**config.mk**
```make
export PLATFORM = sky130hd
export DESIGN_NAME = superfast_string_hash
export DESIGN_NICKNAME = d
export VERILOG_FILES = /design/src/sv/ssh_pkg.sv /design/src/sv/ssh_front.sv /design/src/sv/ssh_queue.sv /design/src/sv/ssh_back.sv /design/src/sv/superfast_string_hash.sv
export SDC_FILE = /design/constraint.sdc
export NUM_CORES = 1
export LEC_CHECK = 0
export BUFFER_PORTS_ARGS = -buffer_cell sky130_fd_sc_hd__buf_2
export CORE_ASPECT_RATIO = 1.25
export CORE_MARGIN = 3
export CORE_UTILIZATION = 55
export DETAILED_ROUTE_END_ITERATION = 12
export PLACE_DENSITY_LB_ADDON = 0.05
export REMOVE_ABC_BUFFERS = 1
export SETUP_SLACK_MARGIN = 0.5
export SYNTH_ARGS = -nofsm -noshare
export SYNTH_HDL_FRONTEND = slang
export SYNTH_SLANG_ARGS = --single-unit
```
**constraint.sdc**
```tcl
create_clock -name i_clk -period 9.5 [get_ports i_clk]
set_input_delay 0.95 -clock i_clk [delete_from_list [all_inputs] [get_ports i_clk]]
set_output_delay 0.95 -clock i_clk [all_outputs]
set_load 0.05 [all_outputs]
```
**src/sv/ssh_pkg.sv**
```systemverilog
// Shared types and constants for the SuperFastHash streaming block.
// Used by the front end, the command queue, the back end and the top level; no dependencies.
package ssh_pkg;

    localparam int LEN_WIDTH_DEFAULT   = 16;
    localparam int QUEUE_DEPTH_DEFAULT = 4;

    // One command from the front end to the back end.
    // A command is sent for every completed four-byte group and for the byte
    // that ends a message. The first command of a message carries the seed.
    typedef struct packed {
        logic        first;     // load the running hash from seed first
        logic [15:0] seed;      // message length, already masked
        logic        mix;       // mix one four-byte group
        logic [15:0] lo16;      // first two bytes of the group, little-endian
        logic [15:0] hi16;      // last two bytes of the group, little-endian
        logic        fin;       // finish the message after this command
        logic [23:0] tail;      // remainder bytes, first byte lowest
        logic [1:0]  tail_cnt;  // number of remainder bytes
    } t_cmd;

endpackage

```
**src/sv/ssh_front.sv**
```systemverilog
// Front end of the SuperFastHash block: accepts bytes and gathers groups.
// Turns the byte stream into ssh_pkg::t_cmd commands for the queue.
module ssh_front #(
    parameter int LEN_WIDTH = ssh_pkg::LEN_WIDTH_DEFAULT
) (
    input  logic          i_clk,
    input  logic          i_rst_n,
    input  logic          i_valid,
    output logic          o_ready,
    input  logic [7:0]    i_data_byte,
    input  logic          i_last,
    input  logic [15:0]   i_msg_length,
    output logic          o_cmd_valid,
    input  logic          i_cmd_ready,
    output ssh_pkg::t_cmd o_cmd
);

    localparam logic [15:0] LEN_MASK = (LEN_WIDTH >= 16) ? 16'hFFFF :
                                       16'((32'd1 << LEN_WIDTH) - 32'd1);

    logic        r_in_msg, n_in_msg;
    logic        r_sent, n_sent;
    logic [15:0] r_seed, n_seed;
    logic [23:0] r_pend, n_pend;
    logic [1:0]  r_cnt, n_cnt;

    logic        accept;
    logic        need_push;
    logic [15:0] len;
    logic [15:0] seed_cur;
    logic        sent_cur;
    logic [23:0] pend_cur;
    logic [1:0]  cnt_cur;
    logic [23:0] pend_new;
    logic [1:0]  cnt_new;
    logic        do_mix;

    assign o_ready = i_cmd_ready;
    assign accept  = i_valid && i_cmd_ready;
    assign len     = i_msg_length & LEN_MASK;

    always_comb begin
        seed_cur = r_in_msg ? r_seed : len;
        sent_cur = r_in_msg ? r_sent : 1'b0;
        pend_cur = r_in_msg ? r_pend : 24'd0;
        cnt_cur  = r_in_msg ? r_cnt  : 2'd0;

        do_mix   = (cnt_cur == 2'd3);
        pend_new = 24'd0;
        cnt_new  = 2'd0;
        if (!do_mix) begin
            pend_new = pend_cur | (24'(i_data_byte) << {cnt_cur, 3'b000});
            cnt_new  = cnt_cur + 2'd1;
        end

        o_cmd.first    = !sent_cur;
        o_cmd.seed     = seed_cur;
        o_cmd.mix      = do_mix;
        o_cmd.lo16     = pend_cur[15:0];
        o_cmd.hi16     = {i_data_byte, pend_cur[23:16]};
        o_cmd.fin      = i_last;
        o_cmd.tail     = pend_new;
        o_cmd.tail_cnt = cnt_new;
        need_push      = do_mix || i_last;

        n_in_msg = r_in_msg;
        n_sent   = r_sent;
        n_seed   = r_seed;
        n_pend   = r_pend;
        n_cnt    = r_cnt;

        if (!r_in_msg && len == 16'd0) begin
            // Empty message: seed of zero, finished at once with no tail.
            o_cmd.first    = 1'b1;
            o_cmd.seed     = 16'd0;
            o_cmd.mix      = 1'b0;
            o_cmd.fin      = 1'b1;
            o_cmd.tail     = 24'd0;
            o_cmd.tail_cnt = 2'd0;
            need_push      = 1'b1;
        end else if (accept) begin
            n_in_msg = !i_last;
            n_sent   = sent_cur || need_push;
            n_seed   = seed_cur;
            n_pend   = pend_new;
            n_cnt    = cnt_new;
        end
    end

    assign o_cmd_valid = i_valid && need_push;

    always_ff @(posedge i_clk) begin
        if (!i_rst_n) begin
            r_in_msg <= 1'b0;
            r_sent   <= 1'b0;
            r_cnt    <= 2'd0;
        end else begin
            r_in_msg <= n_in_msg;
            r_sent   <= n_sent;
            r_cnt    <= n_cnt;
        end
    end

    always_ff @(posedge i_clk) begin
        r_seed <= n_seed;
        r_pend <= n_pend;
    end

endmodule

```
**src/sv/ssh_queue.sv**
```systemverilog
// Short register FIFO of ssh_pkg::t_cmd commands between front and back end.
// Depends on ssh_pkg for the command type.
module ssh_queue #(
    parameter int DEPTH = ssh_pkg::QUEUE_DEPTH_DEFAULT
) (
    input  logic          i_clk,
    input  logic          i_rst_n,
    input  logic          i_push_valid,
    output logic          o_push_ready,
    input  ssh_pkg::t_cmd i_push_cmd,
    output logic          o_pop_valid,
    input  logic          i_pop_ready,
    output ssh_pkg::t_cmd o_pop_cmd
);

    localparam int PW = (DEPTH > 1) ? $clog2(DEPTH) : 1;
    localparam int CW = $clog2(DEPTH + 1);
    localparam logic [PW-1:0] LAST_PTR = PW'(DEPTH - 1);
    localparam logic [CW-1:0] FULL_CNT = CW'(DEPTH);

    ssh_pkg::t_cmd r_mem [DEPTH];
    logic [PW-1:0] r_wr_ptr, r_rd_ptr;
    logic [CW-1:0] r_count;
    logic          push, pop;

    assign o_push_ready = (r_count != FULL_CNT);
    assign o_pop_valid  = (r_count != '0);
    assign o_pop_cmd    = r_mem[r_rd_ptr];
    assign push         = i_push_valid && o_push_ready;
    assign pop          = o_pop_valid && i_pop_ready;

    always_ff @(posedge i_clk) begin
        if (!i_rst_n) begin
            r_wr_ptr <= '0;
            r_rd_ptr <= '0;
            r_count  <= '0;
        end else begin
            if (push) begin
                r_wr_ptr <= (r_wr_ptr == LAST_PTR) ? '0 : r_wr_ptr + 1'b1;
            end
            if (pop) begin
                r_rd_ptr <= (r_rd_ptr == LAST_PTR) ? '0 : r_rd_ptr + 1'b1;
            end
            if (push && !pop) begin
                r_count <= r_count + 1'b1;
            end else if (pop && !push) begin
                r_count <= r_count - 1'b1;
            end
        end
    end

    always_ff @(posedge i_clk) begin
        if (push) begin
            r_mem[r_wr_ptr] <= i_push_cmd;
        end
    end

endmodule

```
**src/sv/ssh_back.sv**
```systemverilog
// Back end of the SuperFastHash block: running hash, tail and avalanche.
// Pops ssh_pkg::t_cmd commands and drives the registered result stream.
module ssh_back (
    input  logic          i_clk,
    input  logic          i_rst_n,
    input  logic          i_cmd_valid,
    output logic          o_cmd_ready,
    input  ssh_pkg::t_cmd i_cmd,
    output logic          o_valid,
    input  logic          i_ready,
    output logic [31:0]   o_hash
);

    function automatic logic [31:0] mix_group(logic [31:0] h_in, logic [15:0] lo,
                                              logic [15:0] hi);
        logic [31:0] h;
        logic [31:0] t;
        h = h_in + {16'd0, lo};
        t = ({16'd0, hi} << 11) ^ h;
        h = (h << 16) ^ t;
        h = h + (h >> 11);
        return h;
    endfunction

    function automatic logic [31:0] sext8(logic [7:0] b);
        return {{24{b[7]}}, b};
    endfunction

    function automatic logic [31:0] mix_tail(logic [31:0] h_in, logic [23:0] tail,
                                             logic [1:0] cnt);
        logic [31:0] h;
        h = h_in;
        case (cnt)
            2'd3: begin
                h = h + {16'd0, tail[15:0]};
                h = h ^ (h << 16);
                h = h ^ (sext8(tail[23:16]) << 18);
                h = h + (h >> 11);
            end
            2'd2: begin
                h = h + {16'd0, tail[15:0]};
                h = h ^ (h << 11);
                h = h + (h >> 17);
            end
            2'd1: begin
                h = h + sext8(tail[7:0]);
                h = h ^ (h << 10);
                h = h + (h >> 1);
            end
            default: begin
                h = h_in;
            end
        endcase
        return h;
    endfunction

    function automatic logic [31:0] aval_step(logic [31:0] h_in, int sl, int sr);
        logic [31:0] h;
        h = h_in ^ (h_in << sl);
        h = h + (h >> sr);
        return h;
    endfunction

    logic        en;
    logic        pop;
    logic [31:0] h_start, h_mixed;

    logic [31:0] r_hash;
    logic        r_s1_v, r_s2_v, r_s3_v, r_s4_v, r_out_v;
    logic [31:0] r_s1_h, r_s2_h, r_s3_h, r_s4_h, r_out_h;
    logic [23:0] r_s1_tail;
    logic [1:0]  r_s1_cnt;

    // The whole finishing pipeline moves together; it holds only while the
    // output register is full and not taken.
    assign en          = !r_out_v || i_ready;
    assign o_cmd_ready = en;
    assign pop         = en && i_cmd_valid;

    assign h_start = i_cmd.first ? {16'd0, i_cmd.seed} : r_hash;
    assign h_mixed = i_cmd.mix ? mix_group(h_start, i_cmd.lo16, i_cmd.hi16) : h_start;

    always_ff @(posedge i_clk) begin
        if (!i_rst_n) begin
            r_s1_v  <= 1'b0;
            r_s2_v  <= 1'b0;
            r_s3_v  <= 1'b0;
            r_s4_v  <= 1'b0;
            r_out_v <= 1'b0;
        end else if (en) begin
            r_s1_v  <= pop && i_cmd.fin;
            r_s2_v  <= r_s1_v;
            r_s3_v  <= r_s2_v;
            r_s4_v  <= r_s3_v;
            r_out_v <= r_s4_v;
        end
    end

    always_ff @(posedge i_clk) begin
        if (pop && !i_cmd.fin) begin
            r_hash <= h_mixed;
        end
        if (en) begin
            r_s1_h    <= h_mixed;
            r_s1_tail <= i_cmd.tail;
            r_s1_cnt  <= i_cmd.tail_cnt;
            r_s2_h    <= mix_tail(r_s1_h, r_s1_tail, r_s1_cnt);
            r_s3_h    <= aval_step(r_s2_h, 3, 5);
            r_s4_h    <= aval_step(r_s3_h, 4, 17);
            r_out_h   <= aval_step(r_s4_h, 25, 6);
        end
    end

    assign o_valid = r_out_v;
    assign o_hash  = r_out_h;

endmodule

```
**src/sv/superfast_string_hash.sv**
```systemverilog
// Top level of the streaming SuperFastHash block.
// Instantiates ssh_front, ssh_queue and ssh_back; types come from ssh_pkg.
//
// Usage:
//   Slave side: one byte of the string per request. tdata carries the byte
//   in bits 7..0 and the total message length in bits 23..8; the length is
//   sampled on the first byte of a message only. tlast marks the final byte.
//   A first request whose length is zero stands for the empty string: its
//   byte is ignored and a hash of 0 is returned for it.
//   Master side: one 32-bit hash per message in tdata, after its last byte.
//
// Throughput is one byte per cycle, sustained, also for back-to-back short
// messages, while the result stream is not stalled: the running hash takes
// one command per cycle from the queue. The command is written to the queue
// at the edge that accepts the last byte; then come the group and seed mix,
// the tail mix and the avalanche in three registered steps, the last of
// which is the output register.
//
// Reset clears the message state, the queue and the output valid; the next
// byte accepted starts a new message. When the receiver holds tready low the
// result stays in the output register and the finishing pipeline halts;
// bytes are still accepted until the command queue of QUEUE_DEPTH entries
// is full, and only then does o_s_tready drop.
module superfast_string_hash #(
    parameter int LEN_WIDTH   = ssh_pkg::LEN_WIDTH_DEFAULT,
    parameter int QUEUE_DEPTH = ssh_pkg::QUEUE_DEPTH_DEFAULT
) (
    input  logic        i_clk,
    input  logic        i_rst_n,
    input  logic        i_s_tvalid,
    output logic        o_s_tready,
    input  logic [23:0] i_s_tdata,   // [7:0] data_byte, [23:8] msg_length
    input  logic        i_s_tlast,   // last
    output logic        o_m_tvalid,
    input  logic        i_m_tready,
    output logic [31:0] o_m_tdata    // [31:0] hash_value
);

    ssh_pkg::t_cmd front_cmd;
    ssh_pkg::t_cmd back_cmd;
    logic          front_valid, front_ready;
    logic          back_valid, back_ready;

    ssh_front #(
        .LEN_WIDTH (LEN_WIDTH)
    ) u_front (
        .i_clk        (i_clk),
        .i_rst_n      (i_rst_n),
        .i_valid      (i_s_tvalid),
        .o_ready      (o_s_tready),
        .i_data_byte  (i_s_tdata[7:0]),
        .i_last       (i_s_tlast),
        .i_msg_length (i_s_tdata[23:8]),
        .o_cmd_valid  (front_valid),
        .i_cmd_ready  (front_ready),
        .o_cmd        (front_cmd)
    );

    ssh_queue #(
        .DEPTH (QUEUE_DEPTH)
    ) u_queue (
        .i_clk        (i_clk),
        .i_rst_n      (i_rst_n),
        .i_push_valid (front_valid),
        .o_push_ready (front_ready),
        .i_push_cmd   (front_cmd),
        .o_pop_valid  (back_valid),
        .i_pop_ready  (back_ready),
        .o_pop_cmd    (back_cmd)
    );

    ssh_back u_back (
        .i_clk       (i_clk),
        .i_rst_n     (i_rst_n),
        .i_cmd_valid (back_valid),
        .o_cmd_ready (back_ready),
        .i_cmd       (back_cmd),
        .o_valid     (o_m_tvalid),
        .i_ready     (i_m_tready),
        .o_hash      (o_m_tdata)
    );

endmodule

```
# == After elaboration in Yosys (flattened, before gate mapping) ==
# Memory sizes are Yosys's and may differ from the RTL's. A register that Yosys moved wholly into a read port is not among the register bits.
# Index checks and enable logic that the tools add are counted.
# word_totals
reg_bits,274
ramBits,308
inputBits,29
output_inout_bits,34
wordCells,99
mem_count,1
# op_classes
n_addsub,15
n_eq_ne,7
n_shift,1
n_mux,20
n_bitwise,11
n_reduce_logical,23
# memory_table
memory,depth,width,read_ports,rd_clocked_by_memory_dff,write_ports,line,source
u_queue.r_mem,4,77,1,1,1,ssh_queue.sv:21,ssh_pkg::t_cmd r_mem [DEPTH];
# ops
op,count
32-bit bitwise XOR,8
32-bit case mux with 3 select lines,1
32-bit by 15-bit adder with 32-bit output,2
32-bit by 16-bit adder with 32-bit output,2
32-bit by 21-bit adder with 32-bit output,2
32-bit two-way mux,2
24-bit two-way mux,2
32-bit by 26-bit adder with 32-bit output,1
32-bit by 27-bit adder with 32-bit output,1
32-bit by 31-bit adder with 32-bit output,1
32-bit adder,1
27-bit by 32-bit bitwise XOR with 32-bit output,1
27-bit two-way mux,1
24-bit bitwise OR,1
8-bit by 5-bit left shift with 24-bit output,1
18-bit two-way mux,1
16-bit zero test,1
16-bit two-way mux,1
2-bit two-way mux,6
"2-bit == test, second input constant",5
1-bit logical AND,9
1-bit zero test,7
"2-bit by 1-bit adder with 2-bit output, second input constant",3
3-bit two-way mux,2
other kinds (10),15

# == Longest topological paths before layout ==
# logic_depth
ltp_word,10
mapped_depth,31
ltp_nobuf,27

# == Cells and area by module ==
# A second synthesis with hierarchy kept.
# unflattened
cells_unflattened,2796
area_unflattened_um2,34999.8
# by_module_without_submodules
mod,instances,cells_per_inst,area_per_inst_um2,seq_area_each_um2
ssh_back,1,2096,20857.5,6646.4
ssh_queue,1,454,11584.9,9429.0
ssh_front,1,246,2557.5,1281.2

# == Worst setup path before layout ==
# OpenSTA, ideal clock, no wires.
# synth_timing
kind,in2reg
startpoint,in i_m_tready
endpoint,reg u_back.r_hash[0] (enable)
t_arrival_ns,7.225
required_ns,9.079
path_slack_ns,1.854
cell_stages,4
n_path_buf,0
cell_sequence,nor2b_1 inv_1 o31ai_1 nor2_1
# synth_via
elab_chain_cells,3
# synth_rtl
item,line,source
start: declaration,superfast_string_hash.sv:35,"input logic i_m_tready,"
1-bit logical OR,ssh_back.sv:76,assign en = !r_out_v || i_ready;
named net back_ready,superfast_string_hash.sv:42,"logic back_valid, back_ready;"
1-bit logical AND,ssh_back.sv:78,assign pop = en && i_cmd_valid;
1-bit logical AND,ssh_back.sv:100,if (pop && !i_cmd.fin) begin
end signal: assignment,ssh_back.sv:101,r_hash <= h_mixed;
end: declaration,ssh_back.sv:68,logic [31:0] r_hash;
# The timed path passes the listed nets, and every way through them passes these cells.
# A chain may end at the register's enable or synchronous reset.

==> results.md <==
- Status: finished, final reports clean
- H-tree Lvls: 2
- Seq/Total Area, Yosys: 0.491
- Multi-input logic area: 17500 um2
- # diodes: 0
- Setup TNS: 0 ps
- EDFF count, synth: 566
- Core box area: 63400 um2
- Critical Path Fanout Max: 25
- MaxCap Viol Count: 0
- Largest area contributor in the netlist: edfxtp_1
- Worst clock skew: 77.9 ps
- Synth top area share: 0.481
- Area Overhead vs Synth: 9.09%
- Largest cells by area after synthesis: edfxtp_1 (48%), ha_1 (7.7%), mux4_2 (6.2%)
- TritonRoute pass-1 iters: 5
- Startpoint Class: flop
- Reg area: 17400 um2
- Worst skew pair latency: 650 ps
- Fmax: 127 MHz
- Io pins: 63
- Post-synth ARST share: 0
- Ys Warns: 0
- Gr usage total: 0.289
- Final worst path period need: 7870 ps
- Vias in the first global route: 23900
- Initial Utilization: 0.557
- CTS root buffer: clkbuf_16
- Width of the die: 233 um
- Avg Cell Area, Syn: 12.2 um2
- DRC violation total after the first TritonRoute iteration: 1933
- Mean routed wirelength per cell: 25.2 um
- Crit end category: flop
- Fraction of layout cells with a size suffix above 1: 0.119
- CTS tree: built
- CTS Buffer Depth: 3
- CP required: 9810 ps
- GPL Wtd Cong: 1.00
- Num CTS Buffers: 57
- First-pass GRT wire length: 146 mm
- FF+latch count, synth: 584
- Via density: 6.24
- Max-slew violations: 0
- RSZ-0062 raised after global routing: false
- Arrival @ worst endpoint: 8180 ps
- Die Y: 289 um
- Post-synthesis instance area: 35300 um2
- Final nets: 3232
- Setup bufs post-CTS: 0
- Worst slew pin tran: 1270 ps
- Final Setup Violations: 0
- Crit share post-route: 0.829
- Clock sink count: 584
- Hpwl dp: 72.7 mm
- Critical setup path kind: flop to flop
- Mapped Cells: 2896
- Antenna violations before repair: 2
- Synth top cells by count: edfxtp_1 (566), xnor2_1 (229), ha_1 (218)
- Hold Buf Count CTS: 0
- # rows: 103
- Slew headroom: 0.153
- Die Area: 67400 um2
- Reg clk slew, reported paths: 70 ps
- Worst min-delay path class: flop to flop
- Synth cell types: 104
- Fill cells: 5186
- Most common cell in the netlist: edfxtp_1
- PostCTS Resize Cnt: 0
- Synth Flop Type: edfxtp_1
- Final hold viol count: 0
- Grt ovf: 0
- Drt total wl: 97.3 mm
- DRC Markers: 0
- Antenna-violating nets left: 0
- Largest net degree at the start of global routing: 88
- Buffers on Ports: 62
- DR vias: 24100
-- layout by cell type (no fill, tap or decap), types with 28 or more instances in the layout --
cell	netlist	final
a21o_1	70	70
a211oi_1	36	36
xnor2_1	229	229
and2_1	47	43
ha_1	218	217
buf_4	1	28
o21ai_0	110	110
mux4_2	97	97
xor2_1	172	172
nand3_1	46	46
nor2b_1	40	40
a21oi_1	198	198
buf_2	7	62
edfxtp_1	566	566
nand2_1	173	173
nor2_1	195	193
inv_1	73	72
clkbuf_16	0	57
o21a_1	48	48
mux2_2	39	39
nand4_1	34	34
nand2b_1	39	39
nor3_1	50	50
-- registers in the layout, indices dropped and copies added, names as in the netlist, 16 cells and up, named ones only --
name and flops:
u_back.r_s4_h 32, u_back.r_s2_h 32, u_back.r_s3_h 32, u_front.r_pend 24
u_back.r_s1_tail 24, u_back.r_hash 32, u_back.o_hash 32, u_queue.r_mem 308
u_back.r_s1_h 32, u_front.r_seed 16
-- final timing paths --
| kind | from | cells past startpoint | slack [ps] | endpoint |
|---|---|---|---|---|
| worst max-delay path | flop | 25 | 1630 | u_back.r_s1_h[25]$_DFFE_PP_ |
| worst min-delay path | u_back.r_s2_v$_SDFFE_PN0P_ | 2 | 460 | u_back.r_s2_v$_SDFFE_PN0P_ |
| worst max register to register | flop | 25 | 1630 | u_back.r_s1_h[25]$_DFFE_PP_ |
| worst min register to register | u_back.r_s2_v$_SDFFE_PN0P_ | 2 | 460 | u_back.r_s2_v$_SDFFE_PN0P_ |
-- metrics by stage --
step	std cells	area (um2)	utilization	hold slack [ps]	setup WS, ps
floorplan	2826	35100	-	441	325
global placement	3756	36700	0.578	451	1840
detailed placement	3756	36700	0.578	458	1730
CTS	3863	38600	0.608	468	1620
global route	3863	38600	0.608	480	931
finish	3863	38600	0.608	465	1630
-- critical path: stages (launching register included) --
cell,delay (ps)
dfxtp_4,660
mux4_2,850
nand2_1,140
nand2_1,80
ha_1,230
fa_1,440
a211oi_1,310
o21ai_0,280
a31oi_1,370
o31a_1,280
nor2b_1,80
nor2_1,270
or3_1,160
a21oi_1,70
xnor2_1,310
ha_1,340
a21oi_1,210
o21ai_0,120
a221oi_1,540
o21ai_1,260
a221o_1,380
o41ai_1,490
nor2b_1,220
nand4_1,150
xor2_1,150
mux2i_1,120
-- logic make-up (layout without fill, tap and decap cells) --
| logic type | after synthesis | in the layout | synth area share |
|---|---|---|---|
| compound gates | 651 | 651 | 0.121 |
| xor+xnor | 417 | 417 | 0.109 |
| fa+ha+maj | 228 | 228 | 0.0828 |
| buf+inv | 143 | 270 | 0.0158 |
| flops | 584 | 584 | 0.491 |
| mux | 151 | 151 | 0.0785 |
| simple gates | 722 | 722 | 0.102 |
-- final cells by class --
type,instances,area share
flip-flops and latches,584,0.450
clock buffers,79,0.0399
multi-input cells,2169,0.453
clock inverters,28,0.00896
well taps,840,0.0273
inverters,73,0.00724
repair buffers,90,0.0135
-- metal layers --
layer  wire length (um)  GRT usage
met1              38700      0.361
met3               4650     0.0319
met2              49900      0.517
met4               4110      0.108
met5                 22          0
Power is not shown: default switching activity piles up to over one toggle a cycle in this logic, so the estimate is an artifact.
